File: src/design/gcl_pkg.sv
// ----------------------------------------------------------------------------
// Gray centroid line centre: shared package
// Register indexes, field widths, controller states and the command and
// status bundles that pass between the controller and the datapath.
// ----------------------------------------------------------------------------
package gcl_pkg;

	localparam int GRAY_W   = 8;
	localparam int POS_W    = 12;
	localparam int LINE_W   = 12;
	localparam int ROI_W    = 13;
	localparam int PROD_W   = GRAY_W + POS_W;
	localparam int WSUM_W   = 33;
	localparam int GSUM_W   = 20;
	localparam int CENT_W   = 20;
	localparam int CFG_IDX_W = 3;

	// Positions at or beyond this length never qualify.
	localparam logic [16:0] MAX_LINE_LENGTH = 17'd4096;

	// One restoring step per quotient bit.
	localparam int DIV_STEPS = CENT_W;
	localparam int CNT_W     = $clog2(DIV_STEPS + 1);

	localparam logic [ROI_W-1:0] ROI_HIGH_RESET = 13'd4096;

	localparam logic [CFG_IDX_W-1:0] REG_GRAY_THRESHOLD  = 3'd0;
	localparam logic [CFG_IDX_W-1:0] REG_SCAN_BY_COLUMNS = 3'd1;
	localparam logic [CFG_IDX_W-1:0] REG_ROI_X_LOW       = 3'd2;
	localparam logic [CFG_IDX_W-1:0] REG_ROI_X_HIGH      = 3'd3;
	localparam logic [CFG_IDX_W-1:0] REG_ROI_Y_LOW       = 3'd4;
	localparam logic [CFG_IDX_W-1:0] REG_ROI_Y_HIGH      = 3'd5;

	typedef enum logic [2:0] {
		ST_IDLE   = 3'b001,
		ST_DIVIDE = 3'b010,
		ST_DONE   = 3'b100
	} gcl_state_t;

	typedef struct packed {
		logic load;   // capture the line sums into the divider
		logic first;  // range test of the quotient, divider set-up
		logic step;   // one restoring division step
		logic emit;   // move the quotient to the output register
	} gcl_cmd_t;

	typedef struct packed {
		logic line_done;   // last item of a line sits in the first stage
		logic has_result;  // at least one pixel of that line qualified
		logic out_free;    // output register can take a result
	} gcl_stat_t;

endpackage

File: src/design/gcl_ctrl.sv
// ----------------------------------------------------------------------------
// Gray centroid line centre: controller
// Sequences the per-line division and gates the pixel stream while it runs.
// ----------------------------------------------------------------------------
module gcl_ctrl (
	input  logic              clk,
	input  logic              arst_n,
	input  gcl_pkg::gcl_stat_t stat,
	output gcl_pkg::gcl_cmd_t  cmd,
	output logic              in_ready
);

	gcl_pkg::gcl_state_t            state_q, state_d;
	logic [gcl_pkg::CNT_W-1:0]      cnt_q, cnt_d;

	always_comb begin
		state_d = state_q;
		cnt_d   = cnt_q;
		cmd     = '0;
		unique case (state_q)
			gcl_pkg::ST_IDLE: begin
				if (stat.line_done && stat.has_result) begin
					cmd.load = 1'b1;
					cnt_d    = '0;
					state_d  = gcl_pkg::ST_DIVIDE;
				end
			end
			gcl_pkg::ST_DIVIDE: begin
				cmd.first = (cnt_q == '0);
				cmd.step  = (cnt_q != '0);
				cnt_d     = cnt_q + 1'b1;
				if (cnt_q == gcl_pkg::CNT_W'(gcl_pkg::DIV_STEPS)) begin
					cnt_d   = '0;
					state_d = gcl_pkg::ST_DONE;
				end
			end
			gcl_pkg::ST_DONE: begin
				if (stat.out_free) begin
					cmd.emit = 1'b1;
					state_d  = gcl_pkg::ST_IDLE;
				end
			end
			default: begin
				state_d = gcl_pkg::ST_IDLE;
			end
		endcase
	end

	// A line end in the first stage holds the stream so that its sums are
	// settled before the next line starts accumulating.
	assign in_ready = (state_q == gcl_pkg::ST_IDLE) && !stat.line_done;

	always_ff @(posedge clk or negedge arst_n) begin
		if (!arst_n) begin
			state_q <= gcl_pkg::ST_IDLE;
			cnt_q   <= '0;
		end else begin
			state_q <= state_d;
			cnt_q   <= cnt_d;
		end
	end

`ifndef SYNTHESIS
	a_cnt_range: assert property (@(posedge clk) disable iff (!arst_n)
		cnt_q <= gcl_pkg::CNT_W'(gcl_pkg::DIV_STEPS))
		else $error("division step counter out of range");
	a_busy_no_input: assert property (@(posedge clk) disable iff (!arst_n)
		cmd.load |=> !in_ready ##1 !in_ready)
		else $error("pixel stream accepted while the divider is loaded");
	a_state_onehot: assert property (@(posedge clk) disable iff (!arst_n)
		$onehot(state_q))
		else $error("controller state is not one-hot");
`endif

endmodule

File: src/design/gcl_dp.sv
// ----------------------------------------------------------------------------
// Gray centroid line centre: datapath
// Settings registers, pixel qualification, line accumulators, restoring
// divider and output register.
// ----------------------------------------------------------------------------
module gcl_dp #(
	parameter int FRACTION_BITS = 8
) (
	input  logic                            clk,
	input  logic                            arst_n,
	input  logic                            in_fire,
	input  logic [gcl_pkg::GRAY_W-1:0]      in_gray,
	input  logic [gcl_pkg::POS_W-1:0]       in_position,
	input  logic [gcl_pkg::LINE_W-1:0]      in_line_index,
	input  logic                            in_line_end,
	input  logic                            cfg_fire,
	input  logic [gcl_pkg::CFG_IDX_W-1:0]   cfg_index,
	input  logic [gcl_pkg::ROI_W-1:0]       cfg_data,
	input  logic                            out_ready,
	input  gcl_pkg::gcl_cmd_t               cmd,
	output gcl_pkg::gcl_stat_t              stat,
	output logic                            out_valid,
	output logic [gcl_pkg::CENT_W-1:0]      out_centroid,
	output logic [gcl_pkg::LINE_W-1:0]      out_line_number
);

	localparam int DW = gcl_pkg::WSUM_W + FRACTION_BITS;
	localparam int HW = DW - gcl_pkg::CENT_W;
	localparam int CW = (HW > gcl_pkg::CENT_W) ? HW : gcl_pkg::CENT_W;

	localparam int ROI_W  = gcl_pkg::ROI_W;
	localparam int CENT_W = gcl_pkg::CENT_W;
	localparam int WSUM_W = gcl_pkg::WSUM_W;
	localparam int GSUM_W = gcl_pkg::GSUM_W;
	localparam int PROD_W = gcl_pkg::PROD_W;
	localparam int GRAY_W = gcl_pkg::GRAY_W;

	// Settings registers.
	logic [GRAY_W-1:0] thr_q;
	logic              scan_cols_q;
	logic [ROI_W-1:0]  x_lo_q, x_hi_q, y_lo_q, y_hi_q;

	always_ff @(posedge clk or negedge arst_n) begin
		if (!arst_n) begin
			thr_q       <= '0;
			scan_cols_q <= 1'b0;
			x_lo_q      <= '0;
			x_hi_q      <= gcl_pkg::ROI_HIGH_RESET;
			y_lo_q      <= '0;
			y_hi_q      <= gcl_pkg::ROI_HIGH_RESET;
		end else if (cfg_fire) begin
			unique case (cfg_index)
				gcl_pkg::REG_GRAY_THRESHOLD:  thr_q       <= cfg_data[GRAY_W-1:0];
				gcl_pkg::REG_SCAN_BY_COLUMNS: scan_cols_q <= cfg_data[0];
				gcl_pkg::REG_ROI_X_LOW:       x_lo_q      <= cfg_data;
				gcl_pkg::REG_ROI_X_HIGH:      x_hi_q      <= cfg_data;
				gcl_pkg::REG_ROI_Y_LOW:       y_lo_q      <= cfg_data;
				gcl_pkg::REG_ROI_Y_HIGH:      y_hi_q      <= cfg_data;
				default: begin
				end
			endcase
		end
	end

	// Input stage: region test, threshold and the gray by position product.
	logic [ROI_W-1:0]  x_pos, y_pos;
	logic              qual_d;
	logic [PROD_W-1:0] prod_d;

	always_comb begin
		if (scan_cols_q) begin
			x_pos = ROI_W'(in_line_index);
			y_pos = ROI_W'(in_position);
		end else begin
			x_pos = ROI_W'(in_position);
			y_pos = ROI_W'(in_line_index);
		end
		qual_d = (x_pos >= x_lo_q) && (x_pos <= x_hi_q)
			&& (y_pos >= y_lo_q) && (y_pos <= y_hi_q)
			&& (in_gray > thr_q)
			&& (17'(in_position) < gcl_pkg::MAX_LINE_LENGTH);
		prod_d = PROD_W'(in_gray) * PROD_W'(in_position);
	end

	logic                            valid_s1, last_s1, qual_s1;
	logic [PROD_W-1:0]               prod_s1;
	logic [GRAY_W-1:0]               gray_s1;
	logic [gcl_pkg::LINE_W-1:0]      line_s1;

	always_ff @(posedge clk or negedge arst_n) begin
		if (!arst_n) begin
			valid_s1 <= 1'b0;
		end else begin
			valid_s1 <= in_fire;
		end
	end

	always_ff @(posedge clk) begin
		if (in_fire) begin
			last_s1 <= in_line_end;
			qual_s1 <= qual_d;
			prod_s1 <= prod_d;
			gray_s1 <= in_gray;
			line_s1 <= in_line_index;
		end
	end

	// Line accumulators, saturating at their full width.
	logic [WSUM_W-1:0] wsum_q, wsum_upd;
	logic [GSUM_W-1:0] gsum_q, gsum_upd;
	logic              any_q;
	logic [WSUM_W:0]   wsum_add;
	logic [GSUM_W:0]   gsum_add;

	always_comb begin
		wsum_add = (WSUM_W + 1)'(wsum_q) + (WSUM_W + 1)'(prod_s1);
		gsum_add = (GSUM_W + 1)'(gsum_q) + (GSUM_W + 1)'(gray_s1);
		wsum_upd = wsum_q;
		gsum_upd = gsum_q;
		if (qual_s1) begin
			wsum_upd = wsum_add[WSUM_W] ? '1 : wsum_add[WSUM_W-1:0];
			gsum_upd = gsum_add[GSUM_W] ? '1 : gsum_add[GSUM_W-1:0];
		end
	end

	always_ff @(posedge clk or negedge arst_n) begin
		if (!arst_n) begin
			wsum_q <= '0;
			gsum_q <= '0;
			any_q  <= 1'b0;
		end else if (valid_s1) begin
			if (last_s1) begin
				wsum_q <= '0;
				gsum_q <= '0;
				any_q  <= 1'b0;
			end else begin
				wsum_q <= wsum_upd;
				gsum_q <= gsum_upd;
				any_q  <= any_q | qual_s1;
			end
		end
	end

	assign stat.line_done  = valid_s1 && last_s1;
	assign stat.has_result = any_q || qual_s1;

	// Restoring divider. The first step checks whether the quotient fits in
	// the centroid width; the remainder then starts from the upper dividend
	// bits and the lower bits are shifted in one per step.
	logic [DW-1:0]                   dvd_q;
	logic [GSUM_W-1:0]               den_q;
	logic [CENT_W-1:0]               rem_q;
	logic [CENT_W-1:0]               quo_q;
	logic                            ovf_q;
	logic [gcl_pkg::LINE_W-1:0]      line_q;
	logic [CW-1:0]                   hi_ext;
	logic [CENT_W:0]                 trial, trial_sub;
	logic                            trial_ge;

	always_comb begin
		hi_ext    = CW'(dvd_q[DW-1:CENT_W]);
		trial     = {rem_q, dvd_q[CENT_W-1]};
		trial_sub = trial - (CENT_W + 1)'(den_q);
		trial_ge  = trial >= (CENT_W + 1)'(den_q);
	end

	always_ff @(posedge clk) begin
		if (cmd.load) begin
			dvd_q  <= DW'(wsum_upd) << FRACTION_BITS;
			den_q  <= gsum_upd;
			line_q <= line_s1;
		end else if (cmd.first) begin
			ovf_q <= hi_ext >= CW'(den_q);
			rem_q <= hi_ext[CENT_W-1:0];
		end else if (cmd.step) begin
			rem_q <= trial_ge ? trial_sub[CENT_W-1:0] : trial[CENT_W-1:0];
			quo_q <= {quo_q[CENT_W-2:0], trial_ge};
			dvd_q <= dvd_q << 1;
		end
	end

	// Output register.
	logic                       out_valid_q;
	logic [CENT_W-1:0]          cent_q;
	logic [gcl_pkg::LINE_W-1:0] line_num_q;

	always_ff @(posedge clk or negedge arst_n) begin
		if (!arst_n) begin
			out_valid_q <= 1'b0;
		end else if (cmd.emit) begin
			out_valid_q <= 1'b1;
		end else if (out_ready) begin
			out_valid_q <= 1'b0;
		end
	end

	always_ff @(posedge clk) begin
		if (cmd.emit) begin
			cent_q     <= ovf_q ? '1 : quo_q;
			line_num_q <= line_q;
		end
	end

	assign stat.out_free    = !out_valid_q || out_ready;
	assign out_valid        = out_valid_q;
	assign out_centroid     = cent_q;
	assign out_line_number  = line_num_q;

`ifndef SYNTHESIS
	a_load_on_line_end: assert property (@(posedge clk) disable iff (!arst_n)
		cmd.load |-> (valid_s1 && last_s1 && (any_q || qual_s1)))
		else $error("divider loaded without a qualifying line end");
	a_clear_after_line: assert property (@(posedge clk) disable iff (!arst_n)
		cmd.load |=> (gsum_q == '0) && !any_q)
		else $error("accumulators not cleared after a line end");
	a_emit_source: assert property (@(posedge clk) disable iff (!arst_n)
		$rose(out_valid_q) |-> $past(cmd.emit))
		else $error("result shown without a finished division");
`endif

endmodule

File: src/design/gray_centroid_line_center.sv
// ----------------------------------------------------------------------------
// Gray centroid line centre
// Gray-weighted centre of each scan line inside a region of interest.
// ----------------------------------------------------------------------------
//
//  channel   direction  handshake           payload
//  s_        in         s_tvalid/s_tready   s_tdata (gray, position, line_index),
//                                           s_tlast (line_end)
//  m_        out        m_tvalid/m_tready   m_tdata (centroid, line_number)
//  cfg_      in         cfg_valid/cfg_ready cfg_index, cfg_data
//
//  Pixels within a line are taken one item per cycle. After the last item of a
//  line, s_tready is low for one cycle, or, when the line yields a result, until
//  the shared restoring divider has loaded the line sums, run the quotient range
//  test, produced the twenty quotient bits one per step and handed the result over.
//  A stalled m_ side lengthens the hand-over until the output register frees up.
//  Reset clears the settings to their defaults and empties the accumulators.
//
module gray_centroid_line_center #(
	parameter int FRACTION_BITS = 8
) (
	input  logic        clk,
	input  logic        arst_n,
	input  logic        s_tvalid,
	output logic        s_tready,
	input  logic [31:0] s_tdata,    // [7:0] gray, [19:8] position, [31:20] line_index
	input  logic        s_tlast,    // line_end
	output logic        m_tvalid,
	input  logic        m_tready,
	output logic [31:0] m_tdata,    // [19:0] centroid, [31:20] line_number
	input  logic        cfg_valid,
	output logic        cfg_ready,
	input  logic [2:0]  cfg_index,
	input  logic [12:0] cfg_data
);

	gcl_pkg::gcl_cmd_t               cmd;
	gcl_pkg::gcl_stat_t              stat;
	logic                            in_ready;
	logic [gcl_pkg::CENT_W-1:0]      centroid;
	logic [gcl_pkg::LINE_W-1:0]      line_number;

	gcl_ctrl u_ctrl (
		.clk      (clk),
		.arst_n   (arst_n),
		.stat     (stat),
		.cmd      (cmd),
		.in_ready (in_ready)
	);

	gcl_dp #(
		.FRACTION_BITS (FRACTION_BITS)
	) u_dp (
		.clk             (clk),
		.arst_n          (arst_n),
		.in_fire         (s_tvalid && in_ready),
		.in_gray         (s_tdata[7:0]),
		.in_position     (s_tdata[19:8]),
		.in_line_index   (s_tdata[31:20]),
		.in_line_end     (s_tlast),
		.cfg_fire        (cfg_valid),
		.cfg_index       (cfg_index),
		.cfg_data        (cfg_data),
		.out_ready       (m_tready),
		.cmd             (cmd),
		.stat            (stat),
		.out_valid       (m_tvalid),
		.out_centroid    (centroid),
		.out_line_number (line_number)
	);

	assign s_tready  = in_ready;
	assign cfg_ready = 1'b1;
	assign m_tdata   = {line_number, centroid};

endmodule

File: config.mk
export PLATFORM = sky130hd
export DESIGN_NAME = gray_centroid_line_center
export DESIGN_NICKNAME = d
export VERILOG_FILES = /design/src/design/gcl_pkg.sv /design/src/design/gcl_ctrl.sv /design/src/design/gcl_dp.sv /design/src/design/gray_centroid_line_center.sv
export SDC_FILE = /design/constraint.sdc
export NUM_CORES = 1
export LEC_CHECK = 0
export ABC_AREA = 0
export BUFFER_PORTS_ARGS = -buffer_cell sky130_fd_sc_hd__buf_2
export CAP_MARGIN = 20
export CORE_MARGIN = 4
export CORE_UTILIZATION = 33
export DETAILED_ROUTE_END_ITERATION = 12
export RECOVER_POWER = 50
export SLEW_MARGIN = 10
export SYNTH_ARGS = -nofsm -noshare
export SYNTH_HDL_FRONTEND = slang
export SYNTH_SLANG_ARGS = --single-unit
File: constraint.sdc
create_clock -name clk -period 8.38 [get_ports clk]
set_input_delay 1.257 -clock clk [delete_from_list [all_inputs] [get_ports clk]]
set_output_delay 1.257 -clock clk [all_outputs]
set_load 0.01 [all_outputs]
==> results.json, run 1 <==
{
  "synth.largest_area_cell": "edfxtp_1",
  "wl_per_cell_um": 16.89,
  "grt_pass1_wl_mm": 75.20,
  "drt-initial-drc-count": 832,
  "ys_async_sr_fraction_pct": 40.98,
  "synthMuxAreaShare_pct": 4.364,
  "design.die.area_mm2": 0.06401,
  "num-nets-final": 2288,
  "yosys_warnings": 0,
  "crit_chain": "clkbuf_1 > and2_1 > fa_1 > fa_1 > fa_1 > inv_1 > fa_1 > inv_1 > ha_1 > and2_1 > a31o_2 > a31oi_1 > a2111oi_0 > o21a_1 > o21ai_0 > nand2b_1 > a21oi_1 > xnor2_1",
  "fmax_mhz": 177.0,
  "cts_made_buffers": 34,
  "final_cell_mix": "inv_1 (187), edfxtp_1 (180), ha_1 (166)",
  "arrival_ns": 5.90,
  "ys.flop_type": "edfxtp_1",
  "outcome": "complete, but fails checks",
  "relSlewSlack_pct": -127.1,
  "synth_seq_area_share_pct": 43.09,
  "hpwl_mm": 34.96,
  "num_rows": 89,
  "drt_first_pass_iters": 5,
  "path_class": "input port to flop",
  "synth.area.top_cells": "edfxtp_1 (27%), dfrtp_1 (15%), ha_1 (10%)",
  "synthesis.area_mm2": 0.01981,
  "grt_max_degree": 64,
  "post-route-period-util_pct": 67.40,
  "crit_buf_inv": 3,
  "post_cts_resized": 0,
  "yosysTopAreaCellShare_pct": 27.28,
  "yosysUniqueCellTypes": 86,
  "wl_mm": 47.35,
  "overflow": 0,
  "antenna_found_initial": 2,
  "areaGrowthSynthToFinish_pct": 11.84,
  "cts_max_path_buffers": 3,
  "cp_top_family": "adder cells",
  "synth_xor_area_share_pct": 2.830,
  "crit_fanout": 14,
  "num_vias": 14200,
  "power.total_uw": 6355,
  "synth_seq_cells": 305,
  "rsz0062_at_grt": "no",
  "leakage_uw": 0.009289,
  "ir_worst_vdd_uv": 167.1,
  "worst_slack_ns": 2.732,
  "dieWidth_um": 253.0,
  "cellPowerDensity_mw_per_mm2": 286.8,
  "cts-root-buf": "clkbuf_16",
  "synth_top_family_by_area": "adder cells",
  "clk_pin_slew_ns": 0.06,
  "synthSimpleGateAreaFrac_pct": 14.35,
  "drive_gt1_share_pct": 11.72,
  "cap_violations": 6,
  "drt.antenna.violating_nets": 0,
  "crit_path_max_incr_delay_ns": 0.55,
  "htree_levels": 2,
  "crit_top_cell": "fa_1",
  "final_util_pct": 37.40,
  "synth-adder-area-share_pct": 16.85,
  "grt_pass1_vias": 14130,
  "core_area_mm2": 0.05924,
  "post-cts-setup-buffers": 0,
  "crit_path_top_delay_cell": "fa_1",
  "track_usage_pct": 14.45,
  "gp_congestion": 0.8485,
  "insertion_delay_ns": 0.52,
  "endpoint_kind": "flop",
  "drc": 0,
  "slew_violations": 284,
  "setup_viol": 0,
  "cts_num_sinks": 305,
  "syn_inst": 1926,
  "min_path_type": "flop to flop",
  "layout_commonest_cell": "inv_1",
  "synth_compound_area_share_pct": 13.67,
  "violations": "capacitance limit, slew limit",
  "period_needed_ns": 5.649,
  "synth_area_per_cell_um2": 10.29,
  "initial_utilization_pct": 33.44,
  "io_buffer_count": 87,
  "worstPathRequired_ns": 8.63,
  "finalClockSkew_ns": 0.02517,
  "dp_slack_ns": 2.488,
  "ctsHoldBuffers": 0,
  "tns_ns": 0,
  "synth-edff-count": 180,
  "synth_fp_nets": 2209,
  "dieHeight_um": 253.0,
  "max_slew.worst_pin.slew_ns": 3.407,
  "hold_viol": 0,
  "cts_tree": "done",
  "vias_per_cell": 5.063,
  "cp-start-kind": "input port",
  "io_pins": 89
}
==> worst paths after layout <==
check	start	to	slack (ns)	cells after the start
max in group asynchronous	arst_n	u_dp.wsum_q[8]	4.14	2
hold reg to reg	u_dp.line_q[10]	u_dp.out_line_number[10]	0.41	0
min in group asynchronous	arst_n	u_dp.y_hi_q[9]	1.87	1
setup reg to reg	u_dp.qual_s1	u_dp.dvd_q[23]	3.12	9
hold / removal	u_dp.line_q[10]	u_dp.out_line_number[10]	0.41	0
setup / recovery	s_tdata[3]	u_dp.prod_s1[18]	2.73	18
==> routing by layer <==
layer	routed length (µm)	vias to the layer above	GRT usage, %
met3	2218	80	2.629
met1	21700	6863	19.37
met5	0	-	0
met4	1098	0	3.436
li1	-	6951	-
met2	22330	302	24.42
==> power by group <==
part           switching, µW  total, µW  internal, µW
sequential               177       2170          1990
clock                    618       1490           872
combinational           1610       2700          1090
total                   2400       6350          3950
==> flip-flops by register name, indices dropped and copies added (netlist names), 12 cells and up <==
name and cells:
u_dp.wsum_q 33, u_dp.line_s1 12, u_dp.y_lo_q 13, u_dp.out_centroid 20, u_dp.gsum_q 20, u_dp.quo_q 20, u_dp.x_hi_q 13, u_dp.rem_q 20
u_dp.out_line_number 12, u_dp.y_hi_q 13, u_dp.dvd_q 33, u_dp.x_lo_q 13, u_dp.line_q 12, u_dp.prod_s1 20, u_dp.den_q 20
==> synth_stat cells, types with 5 or more instances <==
cell type	instances
a211oi_1	15
a21o_1	24
a21oi_1	101
a311oi_1	5
a31o_2	6
a31oi_1	28
and2_1	78
and3_1	12
buf_1	5
clkbuf_1	51
dfrtp_1	122
edfxtp_1	180
fa_1	63
ha_1	166
inv_1	187
mux2_2	59
mux2i_1	20
nand2_1	140
nand2b_1	24
nand3_1	33
nand4_1	13
nor2_1	147
nor2b_1	23
nor3_1	31
nor3b_1	7
nor4_1	7
o211ai_1	7
o21a_1	25
o21ai_0	130
o21ai_1	8
o21bai_1	7
o31ai_1	13
or2_2	25
or3_1	10
xnor2_1	47
xor2_1	17
==> kinds of logic (layout without fill, tap and decap cells) <==
family / after synthesis / in the layout
simple gates: 573 / 573
compound gates: 425 / 425
flops: 305 / 305
buf+inv: 250 / 354
fa+ha+maj: 229 / 229
mux: 79 / 79
xor+xnor: 64 / 64
other cells: 1 / 2
==> metrics by stage <==
step	std cells	hold WS, ns	area (µm²)
final	2804	0.4120	22160
after global routing	2804	0.4149	22160
after CTS	2803	0.4124	22230
after detailed placement	2742	0.4045	21120
after global placement	2742	0.4006	21120
after floorplan	1926	0.4003	19810
==> layout make-up <==
class | instances | area (µm²)
Fill cell | 5878 | 37090
Multi-Input combinational cell | 1371 | 10320
Sequential cell | 305 | 8537
Tap cell | 773 | 967.2
Clock buffer | 41 | 908.4
Inverter | 188 | 705.7
Timing Repair Buffer | 105 | 510.5
Clock inverter | 20 | 201.4
Antenna cell | 1 | 2.502
Note: power is estimated with default switching activity, not from simulation.
==> run 2: changes to the inputs <==
--- a/config.mk
+++ b/config.mk
@@ -5,7 +5,7 @@
 export SDC_FILE = /design/constraint.sdc
 export NUM_CORES = 1
 export LEC_CHECK = 0
-export ABC_AREA = 0
+export ABC_AREA = 1
 export BUFFER_PORTS_ARGS = -buffer_cell sky130_fd_sc_hd__buf_2
 export CAP_MARGIN = 20
 export CORE_MARGIN = 4
==> constraint.sdc (replaced) <==
create_clock -name clk -period 4.6 [get_ports clk]
set_input_delay 0.69 -clock clk [delete_from_list [all_inputs] [get_ports clk]]
set_output_delay 0.69 -clock clk [all_outputs]
set_load 0.01 [all_outputs]
==> results.json, run 2 <==
{
  "synth_seq_area_share_pct": 40.05,
  "dieWidth_um": 262.2,
  "cellPowerDensity_mw_per_mm2": 480.6,
  "post_cts_resized": 0,
  "synth_fp_nets": 2930,
  "hold_viol": 0,
  "ys_async_sr_fraction_pct": 40.98,
  "grt_pass1_wl_mm": 87.23,
  "syn_inst": 2647,
  "core_area_mm2": 0.06354,
  "synthesis.area_mm2": 0.02132,
  "num_rows": 92,
  "wl_mm": 52.80,
  "max_slew.worst_pin.slew_ns": 3.962,
  "grt_max_degree": 67,
  "clk_pin_slew_ns": 0.06,
  "rsz0062_at_grt": "no",
  "final_cell_mix": "nand2_1 (829), inv_1 (437), edfxtp_1 (180)",
  "path_class": "input port to flop",
  "dp.cells": 3568,
  "dpl_cell_area_mm2": 0.02297,
  "combPwrFrac_pct": 43.0,
  "io_pins": 89,
  "design.die.area_mm2": 0.06872,
  "cts_tree": "done",
  "num_vias": 16940,
  "wl_per_cell_um": 14.54,
  "p_int_uw": 7005,
  "p_switching_uw": 4548,
  "drc": 0,
  "ctsHoldBuffers": 0,
  "io_buffer_count": 87,
  "synth-edff-count": 180,
  "overflow": 0,
  "setup_viol": 0,
  "hpwl_mm": 40.14,
  "num_antenna_cells": 0,
  "instances_no_fill": 3632,
  "crit_chain": "buf_2 > nand2_1 > inv_1 > fa_1 > inv_1 > fa_1 > fa_1 > fa_1 > inv_1 > ha_1 > inv_1 > o21bai_1 > a21oi_1 > o21ai_0 > nand2_1 > nand2_1 > nand2_1 > nand3_1 > nand2_1",
  "fmax_mhz": 239.7,
  "seqPwrFrac_pct": 33.1,
  "ir_worst_vdd_uv": 302.4,
  "r2r_start": "u_ctrl.state_q[2]",
  "endpoint": "u_dp.prod_s1[15]",
  "holdWs_ns": 0.3192,
  "arrival_ns": 4.46,
  "track_usage_pct": 15.66,
  "vias_per_cell": 4.664,
  "drive_gt1_share_pct": 9.835,
  "num-nets-final": 3044,
  "p_clk_share_pct": 23.8,
  "min_path_type": "input port to flop",
  "cp-start-kind": "input port",
  "synth.area.top_cells": "edfxtp_1 (25%), nand2_1 (15%), dfrtp_1 (14%)",
  "drt.antenna.violating_nets": 0,
  "period_needed_ns": 4.173,
  "regToRegEndpoint": "u_dp.dvd_q[17]",
  "crit_path_max_incr_delay_ns": 0.54,
  "synth_seq_cells": 305,
  "yosys_warnings": 0,
  "yosysMostFrequentCell": "nand2_1",
  "synth_area_per_cell_um2": 8.053,
  "drt_first_pass_iters": 5,
  "r2r_setup_slack_ns": 0.99,
  "cts_max_path_buffers": 3,
  "cts-root-buf": "clkbuf_16",
  "finalClockSkew_ns": 0.03250,
  "gp_congestion": 0.9145,
  "fillers": 6625,
  "relSlewSlack_pct": -164.2,
  "cts_made_buffers": 35,
  "netSwitchingFraction_pct": 39.37,
  "initial_utilization_pct": 33.55,
  "insertion_delay_ns": 0.56,
  "dieHeight_um": 262.2,
  "synth.largest_area_cell": "edfxtp_1",
  "htree_levels": 2,
  "post-cts-setup-buffers": 0,
  "yosys-top-cells-count": "nand2_1 (829), inv_1 (437), edfxtp_1 (180)",
  "rr_worst_depth": 5,
  "areaGrowthSynthToFinish_pct": 12.78,
  "worstPathRequired_ns": 4.89,
  "cts_num_sinks": 305,
  "slew_violations": 93,
  "drt-initial-drc-count": 1034,
  "cap_violations": 2,
  "crit_path_top_delay_cell": "fa_1",
  "ys.flop_type": "edfxtp_1",
  "startpoint": "s_tdata[4]",
  "yosysUniqueCellTypes": 55,
  "leakage_uw": 0.01190,
  "yosysTopAreaCellShare_pct": 25.36,
  "grt_pass1_vias": 16820,
  "tns_ns": 0,
  "crit_top_cell": "nand2_1",
  "layout_commonest_cell": "nand2_1",
  "post-route-period-util_pct": 90.71,
  "endpoint_kind": "flop",
  "outcome": "complete, but fails checks",
  "antenna_found_initial": 1,
  "crit_fanout": 11,
  "stdcell_area_mm2": 0.02404,
  "top_regs": "u_dp.dvd_q: 33 flops, u_dp.wsum_q: 33 flops",
  "violations": "capacitance limit, slew limit"
}
[run 2: cell types whose count changed after synthesis, moves of 22 or more]
cell,before,now
and2_1,78,2
a21o_1,24,2
nor2b_1,23,0
mux2_2,59,0
inv_1,187,437
a31oi_1,28,2
nor2_1,147,119
o21a_1,25,1
nand2_1,140,829
nand3_1,33,129
nand2b_1,24,0
xnor2_1,47,19
[run 2: cells by family after synthesis]
| kind of cell | Yosys count | synth area share (%) |
|---|---|---|
| xor gates and xnor gates | 42 | 1.726 |
| adders and majority gates | 229 | 15.66 |
| other | 1 | 0.01759 |
| and+or+nand+nor | 1269 | 26.07 |
| buffers and inverters | 518 | 9.439 |
| AOI/OAI and AO/OA | 283 | 7.032 |
| DFF | 305 | 40.05 |
[run 2: how the worst min path moves through the flow]
| stage | startpoint | cells after the start | to |
|---|---|---|---|
| 2_1_floorplan | arst_n | 0 | u_ctrl.cnt_q[0] |
| 3_3_place_gp | u_dp.line_s1[0] | 0 | u_dp.line_q[0] |
| 3_5_place_dp | u_dp.line_q[9] | 0 | u_dp.out_line_number[9] |
| 4_1_cts | arst_n | 1 | u_dp.wsum_q[12] |
| 5_1_grt | s_tdata[22] | 1 | u_dp.line_s1[2] |
| 6_report | s_tdata[22] | 1 | u_dp.line_s1[2] |
[run 2: cell type report]
| cell class | count | area (µm²) | area share, % |
|---|---|---|---|
| multi-input combinational | 1824 | 10780 | 44.85 |
| sequential | 305 | 8537 | 35.51 |
| inverter | 446 | 1674 | 6.964 |
| tap | 846 | 1059 | 4.403 |
| clock buffer | 39 | 912.1 | 3.794 |
| timing repair buffer | 149 | 858.3 | 3.570 |
| clock inverter | 23 | 217.7 | 0.9056 |
[run 2: power groups by stage]
stage / registers, µW / clock network (µW) / logic [µW]
2_1_floorplan: 3740 / 0 / 3590
6_report: 3830 / 2750 / 4970
3_3_place_gp: 3870 / 0 / 4920
5_1_grt: 3870 / 2950 / 5730
3_5_place_dp: 3880 / 0 / 5000
4_1_cts: 3830 / 2840 / 5020
[run 2: routing by layer]
| metal | GRT usage (%) | vias to the layer above | part of all wire [%] |
|---|---|---|---|
| li1 | - | 8676 | - |
| met1 | 21.07 | 7871 | 47 |
| met2 | 26.31 | 310 | 47 |
| met3 | 2.216 | 82 | 4.2 |
| met4 | 4.676 | 0 | 2.4 |
| met5 | 0 | - | 0 |
[run 2: stage by stage]
stage / worst slack (ns) / power (µW) / utilization, %
floorplan: 0.01906 / 7336 / -
global placement: -0.1584 / 8788 / 36.12
detailed placement: -0.1638 / 8872 / 36.14
CTS: 0.4052 / 11690 / 37.92
global route: 0.05439 / 12560 / 37.83
finish: 0.4273 / 11550 / 37.83
[run 2: worst max-delay path: cells and delay by family]
family                   cells  cell delay (ns)
AO/OA/AOI/OAI                3             0.53
adder cells (fa/ha/maj)      5             2.35
buffers and inverters        5             0.38
AND/OR/NAND/NOR              6             0.49
==> run 3: changes to the inputs <==
--- a/config.mk
+++ b/config.mk
@@ -5,7 +5,6 @@
 export SDC_FILE = /design/constraint.sdc
 export NUM_CORES = 1
 export LEC_CHECK = 0
-export ABC_AREA = 1
 export BUFFER_PORTS_ARGS = -buffer_cell sky130_fd_sc_hd__buf_2
 export CAP_MARGIN = 20
 export CORE_MARGIN = 4
==> results.json, run 3 (synthesis gave the netlist of run 1 again) <==
{
  "post_cts_resized": 0,
  "vias_per_cell": 5.047,
  "hold_viol": 0,
  "htree_levels": 2,
  "outcome": "complete, but fails checks",
  "drc": 0,
  "drt_first_pass_iters": 8,
  "drive_gt1_share_pct": 15.18,
  "ctsHoldBuffers": 0,
  "crit_path_top_delay_cell": "fa_1",
  "grt_pass1_vias": 14600,
  "relSlewSlack_pct": -94.79,
  "min_path_type": "input port to asynchronous set/reset pin",
  "antenna_found_initial": 1,
  "violations": "capacitance limit, slew limit",
  "hpwl_mm": 35.31,
  "crit_chain": "buf_2 > nand2_1 > fa_1 > inv_1 > ha_1 > inv_1 > fa_1 > fa_1 > inv_2 > ha_4 > nand2_2 > o211ai_1 > a31oi_4 > a2111oi_2 > o21a_1 > o21ai_1 > nand2b_1 > a21oi_2 > xnor2_1",
  "crit_buf_inv": 4,
  "ir_worst_vdd_uv": 295.8,
  "post-cts-setup-buffers": 0,
  "slew_violations": 87,
  "fillers": 5840,
  "cts_made_buffers": 36,
  "crit_top_cell": "fa_1",
  "dieWidth_um": 253.0,
  "core_area_mm2": 0.05924,
  "cts_tree": "done",
  "cts-root-buf": "clkbuf_16",
  "num_vias": 14480,
  "final_cell_mix": "inv_1 (181), edfxtp_1 (180), ha_1 (158)",
  "drt-initial-drc-count": 797,
  "dieHeight_um": 253.0,
  "insertion_delay_ns": 0.54,
  "period_needed_ns": 4.355,
  "design.die.area_mm2": 0.06401,
  "areaGrowthSynthToFinish_pct": 15.08,
  "crit_path_max_incr_delay_ns": 0.56,
  "finalClockSkew_ns": 0.02642,
  "startpoint": "s_tdata[10]",
  "layout_commonest_cell": "inv_1",
  "drt.antenna.violating_nets": 0,
  "cts_num_sinks": 305,
  "seq_area_mm2": 0.008537,
  "io_pins": 89,
  "path_class": "input port to flop",
  "cts_max_path_buffers": 3,
  "leakage_uw": 0.009534,
  "rsz0062_at_grt": "no",
  "cp_top_family": "adder cells",
  "crit_fanout": 8,
  "cp-start-kind": "input port",
  "track_usage_pct": 14.51,
  "grt_max_degree": 75,
  "dpl_cell_area_mm2": 0.02179,
  "clk_pin_slew_ns": 0.06,
  "cap_violations": 2,
  "stdcell_area_mm2": 0.02280,
  "multi_input_area_mm2": 0.01055,
  "post-route-period-util_pct": 94.67,
  "worstPathRequired_ns": 4.90,
  "top_regs": "u_dp.dvd_q: 33 flops, u_dp.wsum_q: 33 flops",
  "arrival_ns": 4.65,
  "cellPowerDensity_mw_per_mm2": 525.9,
  "endpoint_kind": "flop",
  "wl_mm": 46.68,
  "num-nets-final": 2351,
  "final_util_pct": 38.48,
  "num_rows": 89,
  "fmax_mhz": 229.6,
  "overflow": 0,
  "max_slew.worst_pin.slew_ns": 2.922,
  "r2r_start": "u_dp.scan_cols_q",
  "wl_per_cell_um": 16.27,
  "initial_utilization_pct": 33.44,
  "setup_viol": 0,
  "grt_pass1_wl_mm": 76.04,
  "gp_congestion": 0.8627,
  "io_buffer_count": 87
}
[run 3: cell types whose count changed in the layout (fill, tap and decap cells not counted), sizes merged, moves of 26 or more]
cell,previous run,this run
and2,2,79
inv,447,188
mux2,0,59
nand3,150,33
nand2,840,142
a31oi,2,28
xnor2,19,47
[run 3: per-layer routing]
layer	GRT usage (%)	vias to the layer above	share of wire (%)
met5	0	-	0
met2	24.22	303	47
met4	3.783	0	2.6
li1	-	7082	-
met3	2.578	84	4.7
met1	19.62	7012	46
[run 3: final cells by class]
class / instances / area share [%]
multi-input combinational: 1371 / 46.25
clock buffer: 41 / 4.122
antenna: 1 / 0.01098
tap: 773 / 4.242
timing repair buffer: 166 / 4.111
sequential: 305 / 37.45
clock inverter: 24 / 0.7190
inverter: 188 / 3.095
[run 3: power by group]
group | total [µW] | switching, µW | internal [µW]
logic | 5400 | 3070 | 2330
registers | 3920 | 299 | 3620
clock network | 2670 | 1150 | 1530
[run 3: per-stage QoR]
| step | setup WS [ns] | std cells | total power, µW | TNS [ns] | hold WS (ns) |
|---|---|---|---|---|---|
| after floorplan | -0.05145 | 1926 | 7908 | -0.05145 | 0.3944 |
| after global placement | -0.3165 | 2802 | 9186 | -1.183 | 0.4019 |
| after detailed placement | -0.3590 | 2802 | 9359 | -1.410 | 0.4045 |
| after CTS | 0.2410 | 2867 | 12100 | 0 | 0.3366 |
| after global routing | 0.02067 | 2868 | 12920 | 0 | 0.3545 |
| final | 0.2452 | 2869 | 11990 | 0 | 0.2845 |
[run 3: worst paths after layout]
check / to / slack [ns] / cells after the start
worst max-delay path: u_dp.prod_s1[18] / 0.25 / 19
worst min-delay path: u_dp.y_hi_q[3] / 0.28 / 1
worst max register to register: u_dp.qual_s1 / 0.56 / 12
worst min register to register: u_dp.line_q[5] / 0.42 / 0
max in group asynchronous: u_dp.wsum_q[1] / 0.76 / 2
min in group clk: u_dp.line_s1[9] / 0.41 / 1
